## src/sbrc_pkg.sv

```systemverilog
// ----------------------------------------------------------------------------
// sbrc_pkg
// Shared types and constants for the sparse block row counter.
// ----------------------------------------------------------------------------
`default_nettype none

package sbrc_pkg;

  localparam int BLK_SIZE_W  = 7;
  localparam int NUM_COLS_W  = 16;
  localparam int CFG_DATA_W  = 16;
  localparam int CFG_IDX_W   = 1;
  localparam int COUNT_OUT_W = 11;
  localparam int POINTER_W   = 32;

  localparam logic [CFG_IDX_W-1:0] REG_BLK_SIZE = 1'd0;
  localparam logic [CFG_IDX_W-1:0] REG_NUM_COLS = 1'd1;

  localparam logic [BLK_SIZE_W-1:0] BLK_SIZE_RESET = 7'd4;
  localparam logic [NUM_COLS_W-1:0] NUM_COLS_RESET = 16'd4096;

  // memory port controls
  typedef struct packed {
    logic seen_rd;
    logic seen_we;
    logic seen_wbit;
    logic tl_rd;
    logic tl_we;
  } mem_ctl_t;

endpackage

`default_nettype wire

```

## src/sbrc_divider.sv

```systemverilog
// ----------------------------------------------------------------------------
// sbrc_divider
// Restoring divider, one quotient bit per cycle: column over block size.
// ----------------------------------------------------------------------------
`default_nettype none

module sbrc_divider #(
  parameter int COL_BITS = 16
) (
  input  wire logic                            clk,
  input  wire logic                            rst,
  input  wire logic                            start,
  input  wire logic [COL_BITS-1:0]             dividend,
  input  wire logic [sbrc_pkg::BLK_SIZE_W-1:0] divisor,
  output logic                                 done,
  output logic [COL_BITS-1:0]                  quotient
);
  import sbrc_pkg::*;

  localparam int STEP_W = $clog2(COL_BITS + 1);

  logic                  busy;
  logic [STEP_W-1:0]     steps;
  logic [BLK_SIZE_W-1:0] dvs;
  logic [BLK_SIZE_W-1:0] rem;
  logic [COL_BITS-1:0]   num;
  logic [BLK_SIZE_W:0]   rem_sh;
  logic [BLK_SIZE_W:0]   rem_sub;
  logic                  qbit;

  always_comb begin
    rem_sh  = {rem, num[COL_BITS-1]};
    qbit    = rem_sh >= {1'b0, dvs};
    rem_sub = rem_sh - {1'b0, dvs};
  end

  assign done     = busy && (steps == '0);
  assign quotient = num;

  always_ff @(posedge clk) begin
    if (rst) begin
      busy  <= 1'b0;
      steps <= '0;
    end else if (start) begin
      busy  <= 1'b1;
      steps <= STEP_W'(COL_BITS);
      dvs   <= divisor;
      rem   <= '0;
      num   <= dividend;
    end else if (busy) begin
      if (steps == '0) begin
        busy <= 1'b0;
      end else begin
        steps <= steps - 1'b1;
        rem   <= qbit ? rem_sub[BLK_SIZE_W-1:0] : rem_sh[BLK_SIZE_W-1:0];
        num   <= {num[COL_BITS-2:0], qbit};
      end
    end
  end

endmodule

`default_nettype wire

```

## config.mk

```make
export PLATFORM = sky130hd
export DESIGN_NAME = sbrc_divider
export DESIGN_NICKNAME = d
export VERILOG_FILES = /design/src/sbrc_pkg.sv /design/src/sbrc_divider.sv
export SDC_FILE = /design/constraint.sdc
export NUM_CORES = 1
export LEC_CHECK = 0
export ABC_AREA = 1
export BUFFER_PORTS_ARGS = -buffer_cell sky130_fd_sc_hd__buf_2
export CAP_MARGIN = 10
export CORE_ASPECT_RATIO = 0.8
export CORE_MARGIN = 10
export CORE_UTILIZATION = 40
export DETAILED_ROUTE_END_ITERATION = 12
export MAX_ROUTING_LAYER = met4
export PLACE_DENSITY = 0.65
export SLEW_MARGIN = 30
export SYNTH_ARGS = -nofsm -noshare
export SYNTH_HDL_FRONTEND = slang
export SYNTH_SLANG_ARGS = --single-unit
```

## constraint.sdc

```tcl
create_clock -name clk -period 4.9 [get_ports clk]
set_input_delay 0.98 -clock clk [delete_from_list [all_inputs] [get_ports clk]]
set_output_delay 0.98 -clock clk [all_outputs]
set_load 0.01 [all_outputs]
```

* Word-level counts from Yosys, hierarchy flattened
Index checks and enable logic that the tools add are counted.
** Storage, ports and cells
- Bits in registers :: 36
- Latch bits :: 0
- Memory bits (writable) :: 0
- Memory bits (read-only) :: 0
- Bits of input ports :: 26
- Output and inout port bits :: 17
- Logic and storage cells :: 32
- Memories :: 0
** Operators by class
- Add/sub/neg operators :: 2
- Multipliers :: 0
- Div/mod/pow operators :: 0
- Order comparisons :: 1
- Eq/ne operators :: 1
- Shift operators :: 0
- Mux-type cells :: 12
- Bitwise logic cells :: 2
- Reductions and logical operators :: 8
** Operators with widths (count)
- 16-bit 2-to-1 mux :: 3
- 7-bit 2-to-1 mux :: 3
- 5-bit 2-to-1 mux :: 3
- 8-bit by 7-bit >= comparator with 1-bit output :: 1
- 7-bit subtractor :: 1
- 2-bit AND reduction :: 3
- 5-bit zero test :: 1
- 5-bit by 1-bit subtractor with 5-bit output, second input constant :: 1
- 1-bit 2-to-1 mux :: 3
- 3-bit AND reduction :: 1
- 2-bit != test, second input constant :: 1
- 1-bit inverter :: 2
- 2-bit nonzero test :: 1
- 2-bit OR reduction :: 1
- 1-bit logical AND :: 1

* Logic depth before layout (Yosys ltp)
Gate-level depths: netlist of run 1.
- Depth after elaboration :: 4
- Gate-level depth with buffers :: 11
- Gate-level depth less buffers :: 11

* Worst setup path before layout of run 1
Ideal clock, no wire load.
- Path type :: in2reg
- Start point :: in rst
- End point :: reg num[0], in the netlist quotient[0], enable pin
- Setup time :: 435 ps
- Data arrival time :: 2654 ps
- Required time :: 4465 ps
- Path slack :: 1811 ps
- Stages on the path :: 1
- Path buffers :: 0
- Cell sequence :: o21ai_0
** Between the ends
- Longest elaborated chain between the ends :: 2
** RTL lines
- from (decl) :: line sbrc_divider.sv:11 : input wire logic rst,
- 1-bit inverter (no line)
- 3-bit AND reduction (no line)
- to (signal assigned) :: line sbrc_divider.sv:49 : num <= dividend;
- to (signal assigned) :: line sbrc_divider.sv:56 : num <= {num[COL_BITS-2:0], qbit};
- to (decl) :: line sbrc_divider.sv:26 : logic [COL_BITS-1:0] num;
No other way between the ends.
A chain may end at the register's enable or synchronous reset.

* Worst setup path in the final report of run 1
- Start point :: in start
- End point :: reg num[14], in the netlist quotient[14], enable pin
** Between the ends
- Longest elaborated chain between the ends :: 2
- Elaborated cells on any way between the ends :: 3
- Those cells by class :: eq/ne: 1; reduce/logical: 2
** RTL lines
- from (decl) :: line sbrc_divider.sv:12 : input wire logic start,
- 2-bit != test (no line) / 2-bit nonzero test (equally long branches)
- 3-bit AND reduction (no line) (*)
Mark *: on every way between the ends. The rest lies on a longest branch, timed or not.

==> results of run 1 <==
## kinds of logic (layout without fill, tap and decap cells)
group	count (synthesis)	in the layout	synth area share (%)
and+or+nand+nor	127	127	26.94
buffers and inverters	43	89	8.398
DFF	36	36	52.71
AOI/OAI and AO/OA	12	12	3.941
adders and majority gates	9	9	6.202
xor gates and xnor gates	4	4	1.809
other	0	1	0
## worst register-to-register path, delay by kind of cell (launching register included)
family	cells	cell delay (ns)
DFF	1	0.36
adders and majority gates	2	0.64
and+or+nand+nor	7	0.60
buffers and inverters	2	0.16
## cells in the final DEF, fill, tap and decap left out
cell type,count
o21ai_4,1
and2b_2,1
clkinv_1,1
a21oi_1,5
o31ai_1,1
nor3_1,1
ha_1,8
dfxtp_1,6
nand3_1,15
o21ai_0,3
nor2_4,1
nand4_1,3
diode_2,1
edfxtp_1,30
clkbuf_8,6
a21o_1,1
or2_4,1
nand2_1,85
xor2_1,3
inv_1,39
clkbuf_1,1
nor2_1,20
xnor2_1,1
a21oi_4,1
buf_2,42
fa_1,1
## cells in the mapped netlist
cell type,n,area [um^2]
edfxtp_1,30,900.9
nand4_1,3,18.77
inv_1,39,146.4
ha_1,8,100.1
xnor2_1,1,8.760
xor2_1,3,26.28
nor2_1,20,75.07
fa_1,1,20.02
a21oi_1,5,25.02
o21ai_0,4,20.02
nand3_1,15,75.07
dfxtp_1,6,120.1
o31ai_1,1,7.510
and2b_2,1,8.760
a21oi_4,1,16.27
nor3_1,1,5.000
or2_4,1,8.760
nor2_4,1,11.26
nand2_1,85,319.1
a21o_1,1,7.510
buf_2,1,5.000
clkbuf_1,3,11.26
## flip-flops by register name, indices dropped and copies added (netlist names)
register	flops
quotient	16
busy	1
rem	7
dvs	7
steps	5
## layer usage
metal  vias up  track usage (%)  share of wire [%]
li1        817                -                  -
met1       675            15.14                 55
met2        54            15.56                 38
met3         6            3.734                5.5
met4         0            3.913                1.4
met5         -                -                  0
## metrics by stage
step	power (uW)	cell area, um^2	utilization (%)	hold slack (ns)
after CTS	764.8	2307	49.89	0.4748
after global placement	549.4	2210	47.78	0.4569
after global routing	808.1	2310	49.95	0.5099
after floorplan	500.2	1937	-	0.4430
final	759.6	2310	49.95	0.4734
after detailed placement	552.0	2217	47.94	0.4659
## power groups by stage
| stage | registers, uW | logic, uW | clock network [uW] |
|---|---|---|---|
| after floorplan | 385 | 115 | 0 |
| after global placement | 383 | 166 | 0 |
| after detailed placement | 382 | 170 | 0 |
| after CTS | 376 | 170 | 218 |
| after global routing | 379 | 196 | 232 |
| final | 376 | 168 | 215 |
## worst min-delay path by stage
stage | endpoint | startpoint
final | steps[0]$_SDFFE_PP0P_ | steps[0]$_SDFFE_PP0P_
after detailed placement | steps[0]$_SDFFE_PP0P_ | steps[0]$_SDFFE_PP0P_
after global routing | steps[0]$_SDFFE_PP0P_ | steps[0]$_SDFFE_PP0P_
after CTS | steps[0]$_SDFFE_PP0P_ | steps[0]$_SDFFE_PP0P_
after global placement | steps[3]$_SDFFE_PP0P_ | steps[3]$_SDFFE_PP0P_
after floorplan | steps[4]$_SDFFE_PP0P_ | steps[4]$_SDFFE_PP0P_
## cell type report
type	instances	area [um^2]
Antenna cell	1	2.502
Sequential cell	36	1021
Tap cell	60	75.07
Clock buffer	7	86.33
Multi-Input combinational cell	152	764.5
Timing Repair Buffer	42	210.2
Clock inverter	1	3.754
Fill cell	451	2315
Inverter	39	146.4
==> summary.txt, run 1 <==
Run status
  – Status: finished clean

Clock tree
  – Clk pin slew, worst setup/hold paths: 0.06 ns
  – H-tree levels: 2
  – Post-cts sizing count: 0
  – CTS tree: built
  – CTS buffer count: 5
  – CTS root buf: clkbuf_8
  – Max Buffers Root-to-Sink: 2
  – # Post-CTS Setup Buffers: 0
  – Clk sink count: 36
  – CTS Hold Bufs: 0
  – Worst-Skew Late Latency: 0.29 ns

Finish
  – Layout cells sized above 1: 19.13%
  – Area delta synth->final: 19.25%
  – Final std cells w/o fill: 338
  – Final net count: 311

Synthesis
  – Number of synthesized register bits: 36
  – Synthesized area per cell: 8.385 um^2
  – Synth warnings: 0
  – Synthesized area: around 1900 um^2
  – Mapped Cells: 231
  – Syn Nets: 266
  – Sequential area share after synthesis: 52.71%
  – Unique cell type count in the Yosys netlist: 22

Timing
  – Slew Limit Fails: 0
  – Final Hold Viols: 0
  – Final WS setup: approximately 2.1 ns
  – Tcrit/Tclk final: a little under three fifths
  – Worst-Margin Slew: between 0.7 and 0.8 ns
  – Fmax: roughly 360 MHz
  – Post-Route Skew: ~0.0095 ns
  – Slew margin rel.: around 52%
  – RSZ-0062 raised after global routing: false
  – Fin crit period: around 2.8 ns
  – Post-Route Setup TNS: 0 ns
  – Final setup violation count: 0

Die
  – Die area: just over 8000 um^2
  – Die height: 82.24 um
  – IO Count: 43
  – Row cnt: 22
  – Die X: approximately 98 um
  – Total core area: 4624 um^2
  – Initial Utilization: 41.88%

Flow run
  – Max Cap Viol: 0

Power
  – Power share of the clock group: around 28%
  – Pleak: approximately 0.0012 uW
  – Power Internal: approximately 540 uW
  – Sequential Power Share: 49.5%
  – Maximum VDD drop: 0.1639 mV
  – PwrDens: 328.9 nW/um^2
  – P_sw: roughly 220 uW
  – Switching Fraction: about 29%
  – Comb pwr share: between 20% and 30%

Global route
  – First-pass GRT wire length: approximately 7 mm
  – Vias in the first global route: between 1500 and 2000
  – Antenna violations before repair: 1
  – Pin count of the biggest net entering global routing: 24
  – GRT Overall Usage: around 11%
  – Total global routing overflow: 0

Setup path
  – Worst R2R Setup Slack: slightly below 3 ns
  – Worst r2r src: quotient[15]$_DFFE_PP_
  – Max Fanout on Critical Path: 23
  – Worst-path cell chain: buf_2 -> inv_1 -> nor2_1 -> inv_1 -> o21ai_4
  – Critical path startpoint: start
  – CP arrival: approximately 2.7 ns
  – CP Data Required Time: approximately 4.8 ns
  – Number of buffers and inverters on the critical path: 3
  – CP Depth: 5
  – Crit path max-delay family: buffers and inverters
  – Slowest-stage cell, CP: nor2_1
  – Path depth of the worst reg2reg path: 11
  – CP endpoint kind: register
  – Critical path capture point: quotient[14]$_DFFE_PP_
  – FF-to-FF End: rem[5]$_SDFFCE_PP0P_
  – Critical path startpoint category: primary input
  – Most used cell, CP: inv_1
  – Worst path max stage delay: about 0.57 ns
  – CP Class: in -> reg

Detailed routing
  – Antenna Nets Post-Route: 0
  – Vias per Instance: 4.592
  – TritonRoute pass-1 iters: 4
  – DR DRC count: 0
  – WL/cell: between 10 and 15 um
  – Detailed-route via count: between 1500 and 2000
  – Drt initial violations: 74
  – Drt total wl: ~4.3 mm

Placement
  – Dpl cells: around 330
  – GPL Wtd Cong: 0.8833
  – IO Port Bufs: 42
  – Post-detail-place hpwl: between 3 and 4 mm
  – DP Worst Slack: approximately 1.7 ns

Min path
  – Hold path cells: 2
  – Hold Path Class: reg -> reg
No activity file was read; power rests on OpenSTA's default activity.
==> run 2, diff against run 1 <==
--- a/config.mk
+++ b/config.mk
@@ -5,7 +5,7 @@
 export SDC_FILE = /design/constraint.sdc
 export NUM_CORES = 1
 export LEC_CHECK = 0
-export ABC_AREA = 1
+export ABC_AREA = 0
 export BUFFER_PORTS_ARGS = -buffer_cell sky130_fd_sc_hd__buf_2
 export CAP_MARGIN = 10
 export CORE_ASPECT_RATIO = 0.8
==> constraint.sdc (replaced) <==
create_clock -name clk -period 2.81 [get_ports clk]
set_input_delay 0.562 -clock clk [delete_from_list [all_inputs] [get_ports clk]]
set_output_delay 0.562 -clock clk [all_outputs]
set_load 0.01 [all_outputs]
==> summary.txt, run 2 <==
Run status
  – Status: finished clean

Setup path
  – Critical path startpoint category: register
  – Critical path startpoint: quotient[15]$_DFFE_PP_
  – Worst path max stage delay: 0.40 ns (-0.17 ns)
  – CP Class: reg -> reg
  – Worst r2r src: quotient[15]$_DFFE_PP_
  – Worst-path cell chain: inv_1 -> ha_1 -> fa_1 -> nand2b_1 -> o2bb2ai_2 -> a31oi_2 -> nor3_1 -> a211oi_1
  – CP arrival: 2.30 ns (-0.41 ns)
  – CP Data Required Time: 2.92 ns (-1.89 ns)
  – Max Fanout on Critical Path: 6 (-74%)
  – CP endpoint kind: register
  – Slowest-stage cell, CP: fa_1

Clock tree
  – # Post-CTS Setup Buffers: 0 (unchanged)
  – Clk pin slew, worst setup/hold paths: 0.07 ns (about the same)
  – Worst-Skew Late Latency: 0.28 ns (about the same)
  – Max Buffers Root-to-Sink: 2 (unchanged)
  – CTS Hold Bufs: 0 (unchanged)
  – CTS buffer count: 5 (unchanged)
  – CTS root buf: clkbuf_8
  – Post-cts sizing count: 0 (unchanged)
  – CTS tree: built
  – Clk sink count: 36 (unchanged)
  – H-tree levels: 2 (unchanged)

Timing
  – RSZ-0062 raised after global routing: false
  – Final Hold Viols: 0 (unchanged)
  – Post-Route Setup TNS: 0 ns (unchanged)
  – Post-Route Skew: 0.007905 ns (-0.001582 ns)
  – Slew margin rel.: 56.22% (+4.6 points)
  – Fin crit period: approximately 2.2 ns
  – Fmax: 458.1 MHz
  – Tcrit/Tclk final: around 78%
  – Slew Limit Fails: 0 (unchanged)
  – Worst-Margin Slew: 0.6543 ns (-0.06874 ns)
  – Final setup violation count: 0 (unchanged)

Synthesis
  – Yosys top cell by area: edfxtp_1
  – Unique cell type count in the Yosys netlist: 44 (+100%)
  – Post-synth EDFFs: 30 (unchanged)
  – Mapped Cells: 153 (-34%)
  – Synthesized area per cell: 12.34 um^2 (+47%)
  – Largest cells by area after synthesis: edfxtp_1 (48%), mux2_2 (9.5%), dfxtp_1 (6.4%)
  – Synthesized area: 1888 um^2 (-2.5%)
  – Yosys top cell area share: 47.71% (+1.2 points)
  – Number of synthesized register bits: 36 (unchanged)
  – Most instantiated cells after synthesis: edfxtp_1 (30), mux2_2 (16), inv_1 (14)
  – Main synth FF type: edfxtp_1
  – Async SR Flop Fraction: 0% (unchanged)
  – Synth warnings: 0 (unchanged)
  – Sequential area share after synthesis: 54.08% (+1.4 points)
  – Syn Nets: 188 (-29%)
  – Top-count cell post-synth: edfxtp_1

Flow run
  – Max Cap Viol: 0 (unchanged)

Finish
  – Commonest cells after routing, fill and taps aside: buf_2 (42), edfxtp_1 (30), mux2_2 (16)
  – Finished Cell Area: 2256 um^2 (-2.3%)
  – Area delta synth->final: 19.48%
  – Register area: 1021 um^2 (unchanged)
  – FILL cells: 443 (-1.8%)
  – Largest register FFs: 16 (unchanged)
  – ANT cells: 0 (-1)
  – Layout cells sized above 1: 39.50% (+20 points)
  – Final net count: 234 (-25%)
  – Commonest non-fill, non-tap cell in the layout: buf_2
  – Multi-input gate area: 785.8 um^2 (+2.8%)

Global route
  – Pin count of the biggest net entering global routing: 28 (+17%)
  – Total global routing overflow: 0 (unchanged)
  – Antenna violations before repair: 0 (-1)
  – GRT Overall Usage: 9.930% (-1.4 points)
  – First-pass GRT wire length: 6.237 mm (-12%)
  – Vias in the first global route: 1323 (-13%)

Min path
  – HP Start: divisor[2]
  – Hold Path Class: in -> reg

Detailed routing
  – Drt total wl: 3.861 mm (-10%)
  – WL/cell: 14.85 um (+17%)
  – Drt initial violations: 55 (-26%)
  – DR DRC count: 0 (unchanged)
  – Vias per Instance: 4.973 (+8.3%)
  – TritonRoute pass-1 iters: 4 (unchanged)
  – Antenna Nets Post-Route: 0 (unchanged)
  – Detailed-route via count: 1293 (-17%)

Die
  – IO Count: 43 (unchanged)
  – Die X: 96.81 um (-1.0%)
  – Die height: 81.45 um (-0.96%)
  – Row cnt: 22 (unchanged)
  – Die area: 7885 um^2 (-2.0%)
  – Total core area: 4569 um^2 (-1.2%)
  – Initial Utilization: 41.32% (-0.56 points)

Placement
  – IO Port Bufs: 42 (unchanged)
  – Placed Area: 2163 um^2 (-2.4%)
  – GPL Wtd Cong: 0.7809 (-12%)
  – Post-detail-place hpwl: 2.927 mm (-13%)

Power
  – Pleak: 0.0009100 uW (-21%)
  – Maximum VDD drop: 0.3211 mV (+96%)
  – PwrDens: 569.3 nW/um^2 (+73%)
==> run 2: cell types whose count changed after synthesis, moves of 3 or more <==
| cell | previous run | this run |
|---|---|---|
| a21oi_1 | 5 | 10 |
| nand3_1 | 15 | 6 |
| xnor2_1 | 1 | 4 |
| o21ai_1 | 0 | 3 |
| nor2_1 | 20 | 7 |
| nor3_1 | 1 | 8 |
| nand2_1 | 85 | 2 |
| inv_1 | 39 | 14 |
| mux2_2 | 0 | 16 |
==> run 2: final timing paths <==
path / slack (ns) / endpoint / cells after the start
worst max-delay path: 0.63 / rem[0]$_SDFFCE_PP0P_ / 8
worst min-delay path: 0.45 / dvs[2]$_DFFE_PP_ / 1
worst max register to register: 0.63 / rem[0]$_SDFFCE_PP0P_ / 8
worst min register to register: 0.55 / steps[1]$_SDFFE_PP0P_ / 2
==> run 2: logic make-up (layout without fill, tap and decap cells) <==
logic type                 count (synthesis)  after routing  share of synthesized area (%)
adders and majority gates                  9              9                          6.362
buffers and inverters                     20             67                          4.506
xor gates and xnor gates                   5              5                          2.319
and+or+nand+nor                           35             35                          9.744
muxes                                     18             18                          10.60
DFF                                       36             36                          54.08
AOI/OAI and AO/OA                         30             30                          12.39
==> run 2: metal layers <==
| metal | global-route usage (%) | vias to the layer above | share of wire (%) |
|---|---|---|---|
| met4 | 3.824 | 0 | 0.54 |
| met5 | - | - | 0 |
| met2 | 16.47 | 18 | 51 |
| met3 | 2.768 | 2 | 2.5 |
| met1 | 11.35 | 616 | 46 |
| li1 | - | 657 | - |
==> run 2: critical path, delay by kind of cell (launching register included) <==
kind | cells | cell delay (ns)
AO/OA/AOI/OAI | 3 | 0.68
adder cells (fa/ha/maj) | 2 | 0.62
buffers and inverters | 1 | 0.06
flip-flops | 1 | 0.39
AND/OR/NAND/NOR | 2 | 0.27
==> run 2: report_power, final <==
| part | internal [uW] | switching, uW | leakage [uW] |
|---|---|---|---|
| combinational | 120 | 141 | 0.000526 |
| sequential | 624 | 20.2 | 0.000333 |
| clock | 196 | 184 | 0.0000510 |
==> run 2: cell type report <==
class / instances / share of cell area [%]
inverter: 15 / 2.496
clock inverter: 2 / 0.4437
clock buffer: 6 / 3.661
sequential: 36 / 45.26
tap: 60 / 3.328
multi-input combinational: 97 / 34.83
timing repair buffer: 44 / 9.983
==> run 2: through the flow <==
step | util, % | power (uW) | cells | setup WS (ns) | hold slack (ns)
4_1_cts | 49.37 | 1296 | 260 | 0.6370 | 0.4429
6_report | 49.37 | 1284 | 260 | 0.6269 | 0.4490
5_1_grt | 49.37 | 1353 | 260 | 0.4570 | 0.4410
3_5_place_dp | 47.34 | 917.5 | 252 | 0.6795 | 0.5297
2_1_floorplan | - | 847.0 | 153 | 0.3928 | 0.5040
3_3_place_gp | 47.34 | 912.1 | 252 | 0.7474 | 0.5287
==> run 3, diff against run 2 <==
--- a/config.mk
+++ b/config.mk
@@ -5,7 +5,7 @@
 export SDC_FILE = /design/constraint.sdc
 export NUM_CORES = 1
 export LEC_CHECK = 0
-export ABC_AREA = 0
+export ABC_AREA = 1
 export BUFFER_PORTS_ARGS = -buffer_cell sky130_fd_sc_hd__buf_2
 export CAP_MARGIN = 10
 export CORE_ASPECT_RATIO = 0.8
@@ -13,7 +13,7 @@
 export CORE_UTILIZATION = 40
 export DETAILED_ROUTE_END_ITERATION = 12
 export MAX_ROUTING_LAYER = met4
-export PLACE_DENSITY = 0.65
+export PLACE_DENSITY = 0.67
 export SLEW_MARGIN = 30
 export SYNTH_ARGS = -nofsm -noshare
 export SYNTH_HDL_FRONTEND = slang
==> constraint.sdc (replaced) <==
create_clock -name clk -period 1.9 [get_ports clk]
set_input_delay 0.38 -clock clk [delete_from_list [all_inputs] [get_ports clk]]
set_output_delay 0.38 -clock clk [all_outputs]
set_load 0.01 [all_outputs]
==> summary.txt, run 3 (same netlist as run 1, synthesis figures left out) <==
Detailed routing
  – Drt initial violations: 104 (+89%)
  – Drt total wl: 4.112 mm (+6.5%)
  – Vias per Instance: 4.509 (-9.3%)
  – WL/cell: 11.95 um (-20%)
  – TritonRoute pass-1 iters: 4 (unchanged)
  – Antenna Nets Post-Route: 0 (unchanged)
  – Detailed-route via count: 1551 (+20%)
  – DR DRC count: 0 (unchanged)

Setup path
  – Critical path startpoint category: register
  – CP Depth: 11 (+3)
  – CP endpoint kind: register
  – Worst R2R Setup Slack: 0.11 ns (-0.52 ns)
  – Slowest-stage cell, CP: fa_2
  – Crit path max-delay family: adder cells
  – CP Data Required Time: 1.95 ns (-0.97 ns)
  – Worst-path cell chain: inv_1 -> ha_2 -> fa_2 -> inv_2 -> nand3_2 -> nand2_2 -> nand2_1 -> nand2_2 -> nor2_4 -> nor2_1 -> nor2_1
  – CP Class: reg -> reg
  – FF-to-FF End: rem[5]$_SDFFCE_PP0P_
  – Critical path startpoint: quotient[15]$_DFFE_PP_
  – Path depth of the worst reg2reg path: 11 (+3)
  – Worst path max stage delay: 0.37 ns (-0.03 ns)
  – Critical path capture point: rem[5]$_SDFFCE_PP0P_
  – Max Fanout on Critical Path: 8 (+2)
  – Worst r2r src: quotient[15]$_DFFE_PP_
  – CP arrival: 1.84 ns (-0.46 ns)
  – Number of buffers and inverters on the critical path: 2 (+1)

Clock tree
  – Clk pin slew, worst setup/hold paths: 0.07 ns (about the same)
  – Max Buffers Root-to-Sink: 2 (unchanged)
  – CTS tree: built
  – Worst-Skew Late Latency: 0.29 ns (about the same)
  – CTS buffer count: 5 (unchanged)
  – Clk sink count: 36 (unchanged)
  – CTS root buf: clkbuf_8
  – H-tree levels: 2 (unchanged)

Timing
  – Fin crit period: 1.789 ns (-0.3940 ns)
  – Worst-Margin Slew: 0.2373 ns (-0.4170 ns)
  – RSZ-0062 raised after global routing: false
  – Post-Route Skew: 0.007331 ns (-0.0005737 ns)
  – Final Hold Viols: 0 (unchanged)
  – Post-Route Setup TNS: 0 ns (unchanged)
  – Final setup violation count: 0 (unchanged)
  – Tcrit/Tclk final: 94.16% (+16 points)
  – Final WS setup: 0.1110 ns (-0.5160 ns)
  – Fmax: 559.0 MHz (+22%)
  – Slew margin rel.: 84.10% (+28 points)
  – Slew Limit Fails: 0 (unchanged)

Die
  – Total core area: 4624 um^2 (+1.2%)
  – IO Count: 43 (unchanged)
  – Die X: 97.80 um (+1.0%)
  – Initial Utilization: 41.88% (+0.56 points)
  – Die area: 8043 um^2 (+2.0%)
  – Row cnt: 22 (unchanged)
  – Die height: 82.24 um (+0.97%)

Power
  – Switching Fraction: 27.66% (+0.84 points)
  – Comb pwr share: 22.7% (+2.4 points)
  – Sequential Power Share: 46.0% (-4.1 points)
  – Maximum VDD drop: 0.4782 mV (+49%)
  – Power share of the clock group: 31.3% (+1.8 points)
  – Power Internal: 1524 uW (+62%)
  – PwrDens: 872.4 nW/um^2 (+53%)
  – P_sw: 582.8 uW (+69%)
  – Pleak: 0.001196 uW (+31%)

Global route
  – Total global routing overflow: 0 (unchanged)
  – Pin count of the biggest net entering global routing: 24 (-14%)
  – Antenna violations before repair: 0 (unchanged)
  – First-pass GRT wire length: 7.134 mm (+14%)
  – Vias in the first global route: 1553 (+17%)
  – GRT Overall Usage: 11.13% (+1.2 points)

Flow run
  – Max Cap Viol: 0 (unchanged)

Min path
  – Hold Path Class: in -> reg

Finish
  – Commonest non-fill, non-tap cell in the layout: nand2_1
  – Layout cells sized above 1: 25.70% (-14 points)
  – Area delta synth->final: 24.68%
  – ANT cells: 0 (unchanged)
  – FILL cells: 450 (+1.6%)
  – Commonest cells after routing, fill and taps aside: nand2_1 (82), buf_2 (42), inv_1 (38)
  – Final net count: 318 (+36%)
  – Largest register FFs: 16 (unchanged)

Placement
  – DP Worst Slack: -0.02882 ns (-0.7083 ns)
  – IO Port Bufs: 42 (unchanged)
  – Post-detail-place hpwl: 3.142 mm (+7.3%)
  – GPL Wtd Cong: 0.8279 (+6.0%)

Run status
  – Status: finished clean
==> run 3: cell type report <==
class	count	area (um^2)	share of cell area, %
Clock inverter	2	35.03	1.451
Tap cell	60	75.07	3.109
Inverter	39	146.4	6.062
Timing Repair Buffer	49	275.3	11.40
Multi-Input combinational cell	152	789.5	32.69
Sequential cell	36	1021	42.28
Clock buffer	6	72.57	3.005
==> run 3: what timing repair did <==
item,in CTS,in global routing
pin swaps,0,3
endpoints found under the hold margin,0,0
hold buffers,0,0
endpoints found under the setup margin,5,8
resized for setup,1,11
buffers inserted,0,0
==> run 3: power groups by stage <==
stage	Combinational (uW)	Clock [uW]	Sequential, uW
3_5_place_dp	462	0	984
3_3_place_gp	453	0	984
4_1_cts	463	672	969
5_1_grt	553	727	976
2_1_floorplan	298	0	991
6_report	479	659	969
==> run 3: how the worst min path moves through the flow <==
stage                     cells past startpoint  slack, ns               endpoint             startpoint
after CTS                                     1       0.26       dvs[3]$_DFFE_PP_             divisor[3]
after detailed placement                      2       0.46  steps[3]$_SDFFE_PP0P_  steps[3]$_SDFFE_PP0P_
after floorplan                               2       0.44  steps[4]$_SDFFE_PP0P_  steps[4]$_SDFFE_PP0P_
after global routing                          1       0.25       dvs[3]$_DFFE_PP_             divisor[3]
after global placement                        2       0.45  steps[0]$_SDFFE_PP0P_  steps[0]$_SDFFE_PP0P_
final                                         1       0.27       dvs[5]$_DFFE_PP_             divisor[5]
==> run 3: layer usage <==
metal  wire, um  GRT usage, %  part of all wire (%)  up-vias
met5          0             -                     0        -
met1       2087         13.97                    51      679
met3        350         5.560                   8.5        6
met2       1635         15.43                    40       38
met4         39         3.043                  0.95        0
li1           -             -                     -      828
==> run 3: through the flow <==
stage	area, um^2	std cells	util (%)	total power (uW)	hold slack (ns)
2_1_floorplan	1941	231	-	1290	0.4430
3_3_place_gp	2275	336	49.19	1438	0.4544
3_5_place_dp	2275	336	49.19	1446	0.4552
4_1_cts	2385	344	51.57	2104	0.2625
5_1_grt	2415	344	52.22	2256	0.2501
6_report	2415	344	52.22	2107	0.2658
